--- src/rtl/tsrm_pkg.sv ---
// Package of shared types and constants for the three-wire serial register master.
`default_nettype none

package tsrm_pkg;

	localparam int ADDR_IN_W  = 7;
	localparam int DATA_IN_W  = 16;
	localparam int PHASE_W    = 16;
	localparam int READ_W     = 16;

	typedef enum logic [1:0] {
		PH_LOW1 = 2'd0,
		PH_HIGH = 2'd1,
		PH_LOW2 = 2'd2
	} phase_t;

	typedef struct packed {
		logic                 start_req;
		logic                 mode;
		logic                 chip_select;
		logic [ADDR_IN_W-1:0] address;
		logic [DATA_IN_W-1:0] write_data;
		logic                 data_in_pin;
	} in_item_t;

	typedef struct packed {
		logic              clock_pin;
		logic              data_out_pin;
		logic              data_drive_enable;
		logic              enable_first_n;
		logic              enable_second_n;
		logic              busy_res;
		logic [READ_W-1:0] read_data;
		logic              done_res;
	} out_item_t;

endpackage

`default_nettype wire

--- src/rtl/tsrm_if.sv ---
// Valid/ready channel interfaces for the tick input and the pin-level result.
`default_nettype none

interface tsrm_in_if;
	logic               valid;
	logic               ready;
	tsrm_pkg::in_item_t payload;

	modport source (output valid, output payload, input ready);
	modport sink (input valid, input payload, output ready);
endinterface

interface tsrm_out_if;
	logic                valid;
	logic                ready;
	tsrm_pkg::out_item_t payload;

	modport source (output valid, output payload, input ready);
	modport sink (input valid, input payload, output ready);
endinterface

`default_nettype wire

--- src/rtl/three_wire_spi_register_master.sv ---
// Top level of the three-wire serial register master: channels, input and result registers.
//
// Usage. Every transfer on in_ch is one timing tick of the serial bus. A tick with start_req
// set while the master is idle latches a command (mode, chip_select, address, write_data) and
// opens a frame: idle pulse, enable pulse, read/write bit, address bits, then either the write
// bits or a turnaround pulse and the read bits, and a closing pulse. Each pulse is three
// phases of phase_ticks ticks. Starts that arrive during a frame are dropped.
// Every input transfer yields exactly one result transfer on out_ch carrying the pin levels
// for that tick, busy and done flags and the last read value.
// data_in_pin is sampled on the last tick of each read pulse.
// Path: a tick accepted on in_ch is held in the input register, and its result is then
// registered in the output register. Throughput: one tick per clock while out_ch.ready
// stays high; the sequencer state takes a single-step update per tick.
// Stalls: when out_ch.ready is low the result holds, the input register keeps its tick, and
// in_ch.ready drops once both are full; no tick is lost or repeated.
// Reset: arst_n clears the sequencer to idle, empties both registers and sets phase_ticks to
// one. The user must write phase_ticks (cfg_we/cfg_wdata) while no tick is in flight; not enforced.
`default_nettype none

module three_wire_spi_register_master #(
	parameter int ADDR_BITS = 7,
	parameter int DATA_BITS = 16
) (
	input  wire logic                         clk,
	input  wire logic                         arst_n,
	tsrm_in_if.sink                           in_ch,
	tsrm_out_if.source                        out_ch,
	input  wire logic                         cfg_we,
	input  wire logic [tsrm_pkg::PHASE_W-1:0] cfg_wdata
);

	logic                          s1_valid_q;
	tsrm_pkg::in_item_t            item_s1;
	logic                          out_valid_q;
	tsrm_pkg::out_item_t           result_q;
	tsrm_pkg::out_item_t           result_c;
	logic [tsrm_pkg::PHASE_W-1:0]  phase_ticks_q;
	logic                          advance;
	logic                          step;

	// The result register frees up whenever it is empty or being taken this cycle.
	assign advance      = !out_valid_q || out_ch.ready;
	assign step         = s1_valid_q && advance;
	assign in_ch.ready  = !s1_valid_q || advance;
	assign out_ch.valid = out_valid_q;
	assign out_ch.payload = result_q;

	always_ff @(posedge clk or negedge arst_n) begin
		if (!arst_n) begin
			phase_ticks_q <= tsrm_pkg::PHASE_W'(1);
		end else if (cfg_we) begin
			phase_ticks_q <= cfg_wdata;
		end
	end

	// Input register: holds one tick until the sequencer can consume it.
	always_ff @(posedge clk or negedge arst_n) begin
		if (!arst_n) begin
			s1_valid_q <= 1'b0;
		end else if (in_ch.valid && in_ch.ready) begin
			s1_valid_q <= 1'b1;
		end else if (advance) begin
			s1_valid_q <= 1'b0;
		end
	end

	always_ff @(posedge clk) begin
		if (in_ch.valid && in_ch.ready) begin
			item_s1 <= in_ch.payload;
		end
	end

	tsrm_core #(
		.ADDR_BITS (ADDR_BITS),
		.DATA_BITS (DATA_BITS)
	) u_core (
		.clk         (clk),
		.arst_n      (arst_n),
		.step        (step),
		.item        (item_s1),
		.phase_ticks (phase_ticks_q),
		.result      (result_c)
	);

	// Result register: the pin levels for the tick just processed.
	always_ff @(posedge clk or negedge arst_n) begin
		if (!arst_n) begin
			out_valid_q <= 1'b0;
		end else if (step) begin
			out_valid_q <= 1'b1;
		end else if (out_ch.ready) begin
			out_valid_q <= 1'b0;
		end
	end

	always_ff @(posedge clk) begin
		if (step) begin
			result_q <= result_c;
		end
	end

	// A held tick must not vanish while the output side is stalled.
	assert property (@(posedge clk) disable iff (!arst_n)
		s1_valid_q && !advance |=> s1_valid_q)
		else $error("input tick dropped during output stall");

	// Both device enables are never asserted together.
	assert property (@(posedge clk) disable iff (!arst_n)
		out_valid_q |-> (result_q.enable_first_n || result_q.enable_second_n))
		else $error("both device enables asserted");

	// Done only appears inside a frame.
	assert property (@(posedge clk) disable iff (!arst_n)
		out_valid_q && result_q.done_res |-> result_q.busy_res)
		else $error("done raised outside a frame");

	// A released data pin is driven low and occurs only with a device enabled.
	assert property (@(posedge clk) disable iff (!arst_n)
		out_valid_q && !result_q.data_drive_enable |->
			!result_q.data_out_pin && (!result_q.enable_first_n || !result_q.enable_second_n))
		else $error("data pin released outside the read phase");

endmodule

`default_nettype wire

--- src/rtl/tsrm_core.sv ---
// Frame sequencer: advances the bus state by one tick and forms that tick's pin levels.
`default_nettype none

module tsrm_core #(
	parameter int ADDR_BITS = 7,
	parameter int DATA_BITS = 16
) (
	input  wire logic                             clk,
	input  wire logic                             arst_n,
	input  wire logic                             step,
	input  wire tsrm_pkg::in_item_t               item,
	input  wire logic [tsrm_pkg::PHASE_W-1:0]     phase_ticks,
	output tsrm_pkg::out_item_t                   result
);

	localparam int TX_W      = 1 + ADDR_BITS + DATA_BITS;
	localparam int PW        = $clog2(6 + ADDR_BITS + DATA_BITS);
	localparam logic [PW-1:0] P_ONE      = PW'(1);
	localparam logic [PW-1:0] P_MODE     = PW'(2);
	localparam logic [PW-1:0] P_TURN     = PW'(3 + ADDR_BITS);
	localparam logic [PW-1:0] P_FIRST_RD = PW'(4 + ADDR_BITS);
	localparam logic [PW-1:0] P_LASTBIT  = PW'(2 + ADDR_BITS + DATA_BITS);
	localparam logic [PW-1:0] P_CLOSE_WR = PW'(3 + ADDR_BITS + DATA_BITS);
	localparam logic [PW-1:0] P_CLOSE_RD = PW'(4 + ADDR_BITS + DATA_BITS);

	logic                            active_q;
	logic                            mode_q;
	logic                            chip_q;
	logic [PW-1:0]                   pulse_q;
	tsrm_pkg::phase_t                phase_q;
	logic [tsrm_pkg::PHASE_W-1:0]    timer_q;
	logic [TX_W-1:0]                 tx_q;
	logic [DATA_BITS-1:0]            shift_q;
	logic [tsrm_pkg::READ_W-1:0]     read_q;

	logic [ADDR_BITS-1:0]            addr_ext;
	logic [DATA_BITS-1:0]            data_ext;
	logic [tsrm_pkg::READ_W-1:0]     shin_ext;

	logic                            start;
	logic                            act;
	logic                            mode_c;
	logic                            chip_c;
	logic [PW-1:0]                   pulse_c;
	tsrm_pkg::phase_t                phase_c;
	tsrm_pkg::phase_t                phase_inc;
	logic [tsrm_pkg::PHASE_W-1:0]    timer_c;
	logic [TX_W-1:0]                 tx_c;
	logic [DATA_BITS-1:0]            shin_c;
	logic [PW-1:0]                   closing;
	logic [tsrm_pkg::PHASE_W-1:0]    len;
	logic                            last_tick;
	logic                            pulse_end;
	logic                            finish;
	logic                            sample;
	logic                            shift_tx;
	logic                            en_on;
	logic                            release_pin;

	// Command fields resized to the frame widths: extra bits dropped, missing ones zero.
	for (genvar i = 0; i < ADDR_BITS; i++) begin : g_addr
		if (i < tsrm_pkg::ADDR_IN_W) begin : g_take
			assign addr_ext[i] = item.address[i];
		end else begin : g_zero
			assign addr_ext[i] = 1'b0;
		end
	end

	for (genvar i = 0; i < DATA_BITS; i++) begin : g_data
		if (i < tsrm_pkg::DATA_IN_W) begin : g_take
			assign data_ext[i] = item.write_data[i];
		end else begin : g_zero
			assign data_ext[i] = 1'b0;
		end
	end

	for (genvar i = 0; i < tsrm_pkg::READ_W; i++) begin : g_read
		if (i < DATA_BITS) begin : g_take
			assign shin_ext[i] = shin_c[i];
		end else begin : g_zero
			assign shin_ext[i] = 1'b0;
		end
	end

	// A start on an idle tick takes effect on the same tick as the first idle-pulse tick.
	assign start   = item.start_req && !active_q;
	assign act     = active_q || start;
	assign mode_c  = start ? item.mode : mode_q;
	assign chip_c  = start ? item.chip_select : chip_q;
	assign pulse_c = start ? '0 : pulse_q;
	assign phase_c = start ? tsrm_pkg::PH_LOW1 : phase_q;
	assign timer_c = start ? '0 : timer_q;
	assign tx_c    = start ? {item.mode, addr_ext, data_ext} : tx_q;
	assign shin_c  = start ? '0 : shift_q;

	assign closing   = mode_c ? P_CLOSE_RD : P_CLOSE_WR;
	assign len       = (phase_ticks == '0) ? tsrm_pkg::PHASE_W'(1) : phase_ticks;
	assign last_tick = ({1'b0, timer_c} + 17'd1) >= {1'b0, len};
	assign pulse_end = act && last_tick && (phase_c == tsrm_pkg::PH_LOW2);
	assign finish    = pulse_end && (pulse_c == closing);
	assign sample    = mode_c && pulse_end && (pulse_c >= P_FIRST_RD) && (pulse_c < closing);
	assign shift_tx  = pulse_end && (pulse_c >= P_MODE) && (pulse_c < P_LASTBIT);
	assign en_on     = (pulse_c >= P_ONE) && (pulse_c < closing);
	assign release_pin = mode_c && (pulse_c >= P_TURN) && (pulse_c < closing);

	always_comb begin
		unique case (phase_c)
			tsrm_pkg::PH_LOW1: phase_inc = tsrm_pkg::PH_HIGH;
			tsrm_pkg::PH_HIGH: phase_inc = tsrm_pkg::PH_LOW2;
			default:           phase_inc = tsrm_pkg::PH_LOW1;
		endcase
	end

	always_comb begin
		result                   = '0;
		result.data_drive_enable = 1'b1;
		result.enable_first_n    = 1'b1;
		result.enable_second_n   = 1'b1;
		result.read_data         = (finish && mode_c) ? shin_ext : read_q;
		if (act) begin
			result.busy_res          = 1'b1;
			result.done_res          = finish;
			result.clock_pin         = (phase_c == tsrm_pkg::PH_HIGH);
			result.enable_first_n    = !(en_on && !chip_c);
			result.enable_second_n   = !(en_on && chip_c);
			result.data_drive_enable = !release_pin;
			// Address and write bits come off the top of the transmit register; a read
			// drives nothing from the turnaround pulse on.
			result.data_out_pin      = (pulse_c >= P_MODE) && !(mode_c && pulse_c >= P_TURN)
				&& tx_c[TX_W-1];
		end
	end

	always_ff @(posedge clk or negedge arst_n) begin
		if (!arst_n) begin
			active_q <= 1'b0;
			mode_q   <= 1'b0;
			chip_q   <= 1'b0;
			pulse_q  <= '0;
			phase_q  <= tsrm_pkg::PH_LOW1;
			timer_q  <= '0;
			tx_q     <= '0;
			shift_q  <= '0;
			read_q   <= '0;
		end else if (step && act) begin
			active_q <= !finish;
			mode_q   <= mode_c;
			chip_q   <= chip_c;
			timer_q  <= last_tick ? '0 : timer_c + tsrm_pkg::PHASE_W'(1);
			phase_q  <= last_tick ? phase_inc : phase_c;
			if (pulse_end) begin
				pulse_q <= finish ? '0 : pulse_c + P_ONE;
			end else begin
				pulse_q <= pulse_c;
			end
			tx_q    <= shift_tx ? {tx_c[TX_W-2:0], 1'b0} : tx_c;
			shift_q <= sample ? ((shin_c << 1) | DATA_BITS'(item.data_in_pin)) : shin_c;
			if (finish && mode_c) begin
				read_q <= shin_ext;
			end
		end
	end

endmodule

`default_nettype wire
--- src/flat_wrapper.sv ---
// flat-port wrapper written by rule: the top's interface ports become plain ports
module three_wire_spi_register_master_flat 
#(
	parameter int ADDR_BITS = 7,
	parameter int DATA_BITS = 16
)
  (clk, arst_n, cfg_we, cfg_wdata, in_ch_valid, in_ch_payload, in_ch_ready, out_ch_valid, out_ch_payload, out_ch_ready);
  tsrm_in_if in_ch_i ();
  tsrm_out_if out_ch_i ();
  input  wire logic clk;
  input  wire logic arst_n;
  input  wire logic cfg_we;
  input  wire logic [tsrm_pkg::PHASE_W-1:0] cfg_wdata;
  input wire logic [$bits(in_ch_i.valid)-1:0] in_ch_valid;
  input wire logic [$bits(in_ch_i.payload)-1:0] in_ch_payload;
  output wire logic [$bits(in_ch_i.ready)-1:0] in_ch_ready;
  output wire logic [$bits(out_ch_i.valid)-1:0] out_ch_valid;
  output wire logic [$bits(out_ch_i.payload)-1:0] out_ch_payload;
  input wire logic [$bits(out_ch_i.ready)-1:0] out_ch_ready;
  assign in_ch_i.valid = in_ch_valid;
  assign in_ch_i.payload = in_ch_payload;
  assign in_ch_ready = in_ch_i.ready;
  assign out_ch_valid = out_ch_i.valid;
  assign out_ch_payload = out_ch_i.payload;
  assign out_ch_i.ready = out_ch_ready;
  three_wire_spi_register_master #(.ADDR_BITS(ADDR_BITS), .DATA_BITS(DATA_BITS)) u_core (.clk(clk), .arst_n(arst_n), .in_ch(in_ch_i), .out_ch(out_ch_i), .cfg_we(cfg_we), .cfg_wdata(cfg_wdata));
endmodule
--- config.mk ---
export PLATFORM = sky130hd
export DESIGN_NAME = three_wire_spi_register_master_flat
export DESIGN_NICKNAME = d
export VERILOG_FILES = /design/src/rtl/tsrm_pkg.sv /design/src/rtl/tsrm_if.sv /design/src/rtl/three_wire_spi_register_master.sv /design/src/rtl/tsrm_core.sv /design/src/flat_wrapper.sv
export SDC_FILE = /design/constraint.sdc
export NUM_CORES = 1
export LEC_CHECK = 0
export BUFFER_PORTS_ARGS = -buffer_cell sky130_fd_sc_hd__buf_2
export CELL_PAD_IN_SITES_DETAIL_PLACEMENT = 1
export CELL_PAD_IN_SITES_GLOBAL_PLACEMENT = 1
export CORE_ASPECT_RATIO = 0.8
export CORE_MARGIN = 2
export CORE_UTILIZATION = 40
export CTS_CLUSTER_DIAMETER = 100
export DETAILED_ROUTE_END_ITERATION = 12
export PLACE_DENSITY = 0.72
export SYNTH_ARGS = -nofsm -noshare
export SYNTH_HDL_FRONTEND = slang
export SYNTH_SLANG_ARGS = --single-unit
--- constraint.sdc ---
create_clock -name clk -period 10.77 [get_ports clk]
set_input_delay 2.154 -clock clk [delete_from_list [all_inputs] [get_ports clk]]
set_output_delay 2.154 -clock clk [all_outputs]
set_load 0.005 [all_outputs]
==> load_flow_metrics.sql <==
INSERT INTO impl_metrics (metric_group, metric, value, unit) VALUES
('finish', 'antenna_cells', '0', ''),
('sta', 'final_critical_path_setup_slack', '5.66', 'ns'),
('yosys', 'postSynthRegisterBits', '150', ''),
('placed_design', 'place.detailed.hpwl', '11.4', 'mm'),
('sta', 'finalCriticalPeriod', '5.11', 'ns'),
('detailed_routing', 'via_per_inst', '5.33', ''),
('clocking', 'postCtsSetupRepairBufs', '0', ''),
('yosys', 'warnings_from_yosys', '0', ''),
('power_and_ir_drop', 'p_clk_frac', '0.395', ''),
('global_route', 'global_route.usage.total', '0.195', ''),
('yosys', 'synth-seq-area-share', '0.549', ''),
('finish', 'fillers', '1998', ''),
('power_and_ir_drop', 'total_power', '1.56', 'mW'),
('placed_design', 'post-place-ws', '5.60', 'ns'),
('sta', 'post_route_clock_period_utilization', '0.474', ''),
('finish', 'multi_input_area', '0.00299', 'sq mm'),
('finish', 'num-nets-final', '850', ''),
('power_and_ir_drop', 'power.density', '185', 'mW/mm^2'),
('placed_design', 'io_buffer_count', '72', ''),
('clocking', 'cts_tree', 'done', ''),
('critical_path', 'timing.critical_path.to_type', 'flip-flop', ''),
('clocking', 'clockBufferDepth', '2', ''),
('global_route', 'first_pass_grt_wire_length', '29.9', 'mm'),
('clocking', 'worst_setup_hold_path_clk_slew', '0.07', 'ns'),
('power_and_ir_drop', 'combPwrFrac', '0.153', ''),
('die', 'die_area', '0.0194', 'sq mm'),
('hold_path', 'worst_hold_path_type', 'reg2reg', ''),
('clocking', 'clock_insertion_delay_at_the_later_pin_of_the_skew_report', '0.44', 'ns'),
('detailed_routing', 'drtAntennaViolNets', '0', ''),
('clocking', 'hold_buffers', '0', ''),
('die', 'die_w', '155', 'um'),
('global_route', 'grt_pass1_vias', '5948', ''),
('global_route', 'grt_antenna_before_repair', '0', ''),
('global_route', 'grt_start_max_net_pins', '72', ''),
('finish', 'final_common_cell', 'sky130_fd_sc_hd__nand2_1', ''),
('power_and_ir_drop', 'power.static_leakage', '3.91', 'nW'),
('clocking', 'clock-root-buffer', 'sky130_fd_sc_hd__clkbuf_16', ''),
('sta', 'rsz0062_at_grt', 'false', ''),
('placed_design', 'placed_cells_incl_taps', '992', ''),
('finish', 'finalCoreUtilization', '0.470', ''),
('power_and_ir_drop', 'power_frac_seq', '0.451', ''),
('sta', 'max_slew.worst_pin.slew', '1.19', 'ns'),
('clocking', 'htreeDepth', '4', ''),
('detailed_routing', 'wire_length_per_cell_after_detailed_routing', '17.1', 'um'),
('sta', 'max_freq', '0.196', 'GHz'),
('finish', 'final_cell_count_no_fill', '1024', ''),
('die', 'die_y', '125', 'um'),
('detailed_routing', 'detailroute.via_count', '5453', ''),
('outcome', 'outcome', 'finished clean', ''),
('finish', 'sequential_cell_area_in_the_final_layout', '0.00401', 'sq mm'),
('detailed_routing', 'drcViolationCount', '0', ''),
('finish', 'mostFrequentLayoutCells', 'sky130_fd_sc_hd__nand2_1, sky130_fd_sc_hd__dfrtp_1, sky130_fd_sc_hd__o21ai_0', ''),
('clocking', 'cts_inserted_buffers', '17', ''),
('sta', 'setup_viol', '0', ''),
('placed_design', 'gp_congestion', '0.813', ''),
('power_and_ir_drop', 'p_switching', '0.457', 'mW'),
('sta', 'finalHoldViolCount', '0', ''),
('yosys', 'synth_nets', '788', ''),
('detailed_routing', 'drt-total-wl', '17.5', 'mm'),
('yosys', 'synth_cells', '719', ''),
('die', 'placeableCoreArea', '0.0180', 'sq mm'),
('detailed_routing', 'detail_route.first_pass.iterations', '5', ''),
('power_and_ir_drop', 'worst_ir_drop_vdd', '102', 'uV'),
('power_and_ir_drop', 'internal-power', '1.10', 'mW'),
('finish', 'area_delta_synth_final', '15.8', '%'),
('yosys', 'ys_types', '54', ''),
('critical_path', 'worstSetupPathType', 'reg2reg', ''),
('die', 'ios', '73', ''),
('die', 'start_util', '0.406', ''),
('detailed_routing', '1st_iter_drt_viols', '246', ''),
('sta', 'fin_worst_skew', '0.00959', 'ns');
==> worst max-delay path: stages, from the launching register on <==
cell	delay, ns
sky130_fd_sc_hd__dfrtp_1	0.52
sky130_fd_sc_hd__nand2b_1	0.22
sky130_fd_sc_hd__and2_1	0.22
sky130_fd_sc_hd__ha_1	0.23
sky130_fd_sc_hd__nand2_1	0.11
sky130_fd_sc_hd__nor3_4	0.27
sky130_fd_sc_hd__nand3_1	0.14
sky130_fd_sc_hd__xor2_1	0.16
sky130_fd_sc_hd__nor2_1	0.08
sky130_fd_sc_hd__ha_1	0.35
sky130_fd_sc_hd__nand4_1	0.13
sky130_fd_sc_hd__nor3_1	0.26
sky130_fd_sc_hd__a21oi_1	0.11
sky130_fd_sc_hd__a31oi_1	0.46
sky130_fd_sc_hd__or2_1	0.68
sky130_fd_sc_hd__nand4_4	0.47
sky130_fd_sc_hd__mux2_4	0.44
==> power by group through the flow <==
| stage | clock (mW) | sequential (mW) | combinational (mW) |
|---|---|---|---|
| 2_1_floorplan | 0 | 0.702 | 0.167 |
| 3_3_place_gp | 0 | 0.709 | 0.222 |
| 3_5_place_dp | 0 | 0.714 | 0.239 |
| 4_1_cts | 0.633 | 0.705 | 0.245 |
| 5_1_grt | 0.656 | 0.714 | 0.278 |
| 6_report | 0.617 | 0.704 | 0.239 |
==> cell families after synthesis <==
family / Yosys count / synth area share
AO/OA/AOI/OAI: 119 / 0.0939
XOR/XNOR: 14 / 0.0168
adder cells (fa/ha/maj): 21 / 0.0360
buffers and inverters: 76 / 0.0432
flip-flops: 150 / 0.549
multiplexers: 57 / 0.0891
AND/OR/NAND/NOR: 282 / 0.172
==> layer usage <==
| metal | share of wire | global-route usage | up-vias |
|---|---|---|---|
| li1 | - | - | 2603 |
| met1 | 0.45 | 0.243 | 2746 |
| met2 | 0.51 | 0.342 | 80 |
| met3 | 0.028 | 0.0397 | 24 |
| met4 | 0.013 | 0.0588 | 0 |
| met5 | 0 | 0 | - |
==> state kept, by name (all words and copies together), names as in the netlist, 2 cells and up <==
name	flops
u_core.u_core.shift_q	16
u_core.u_core.read_q	16
u_core.item_s1	27
u_core.out_ch.payload	23
u_core.phase_ticks_q	16
u_core.u_core.phase_q	2
u_core.u_core.tx_q	24
u_core.u_core.pulse_q	5
u_core.u_core.timer_q	16
==> per-stage QoR <==
stage | instance area (sq um) | hold slack (ns)
detailed placement | 7850 | 0.474
floorplan | 7300 | 0.449
CTS | 8450 | 0.489
finish | 8450 | 0.488
global route | 8450 | 0.515
global placement | 7850 | 0.463
==> cell usage after synthesis (all sizes together) <==
master	count	area [sq um]
mux2	34	420
nor4b	1	8.76
o211ai	3	22.5
a32o	1	10.0
or3	1	6.26
o21ai	77	393
edfxtp	50	1500
a21oi	12	60.1
nand3	31	155
a221o	1	10.0
o31ai	2	15.0
a31o	1	8.76
buf	9	63.8
nand4	5	46.3
dfrtp	99	2480
and3b	1	8.76
clkbuf	27	101
o22ai	1	6.26
a22o	2	17.5
nand2b	6	37.5
nor3	7	46.3
nand3b	1	7.51
and2	5	31.3
nor4	5	46.3
a31oi	7	43.8
a21o	2	15.0
and3	6	37.5
xnor2	5	43.8
nor2b	1	6.26
a41o	1	10.0
or4	2	15.0
nand2	158	593
a32oi	1	8.76
a211oi	3	22.5
o21a	1	7.51
xor2	9	78.8
dfstp	1	26.3
and4	1	8.76
o41ai	4	35.0
ha	21	263
or2	3	18.8
inv	40	150
mux2i	23	230
nor2	48	185
==> final timing paths <==
| check | from | endpoint | slack (ns) | depth (start not counted) |
|---|---|---|---|---|
| setup / recovery | u_core.u_core.active_q | u_core.out_ch.payload[8] | 5.66 | 16 |
| hold / removal | u_core.u_core.tx_q[18] | u_core.u_core.tx_q[18] | 0.49 | 2 |
| setup reg to reg | u_core.u_core.active_q | u_core.out_ch.payload[8] | 5.66 | 16 |
| hold reg to reg | u_core.u_core.tx_q[18] | u_core.u_core.tx_q[18] | 0.49 | 2 |
| max in group asynchronous | arst_n | u_core.u_core.tx_q[5] | 7.81 | 2 |
| min in group asynchronous | arst_n | u_core.u_core.read_q[6] | 1.65 | 1 |
==> final cells by class <==
type | count | share of cell area
clock buffers | 17 | 0.0503
clock inverters | 15 | 0.0213
inverters | 40 | 0.0178
multi-input cells | 493 | 0.354
flip-flops and latches | 150 | 0.474
well taps | 230 | 0.0340
repair buffers | 79 | 0.0491
(Power assumes the default switching activity.)
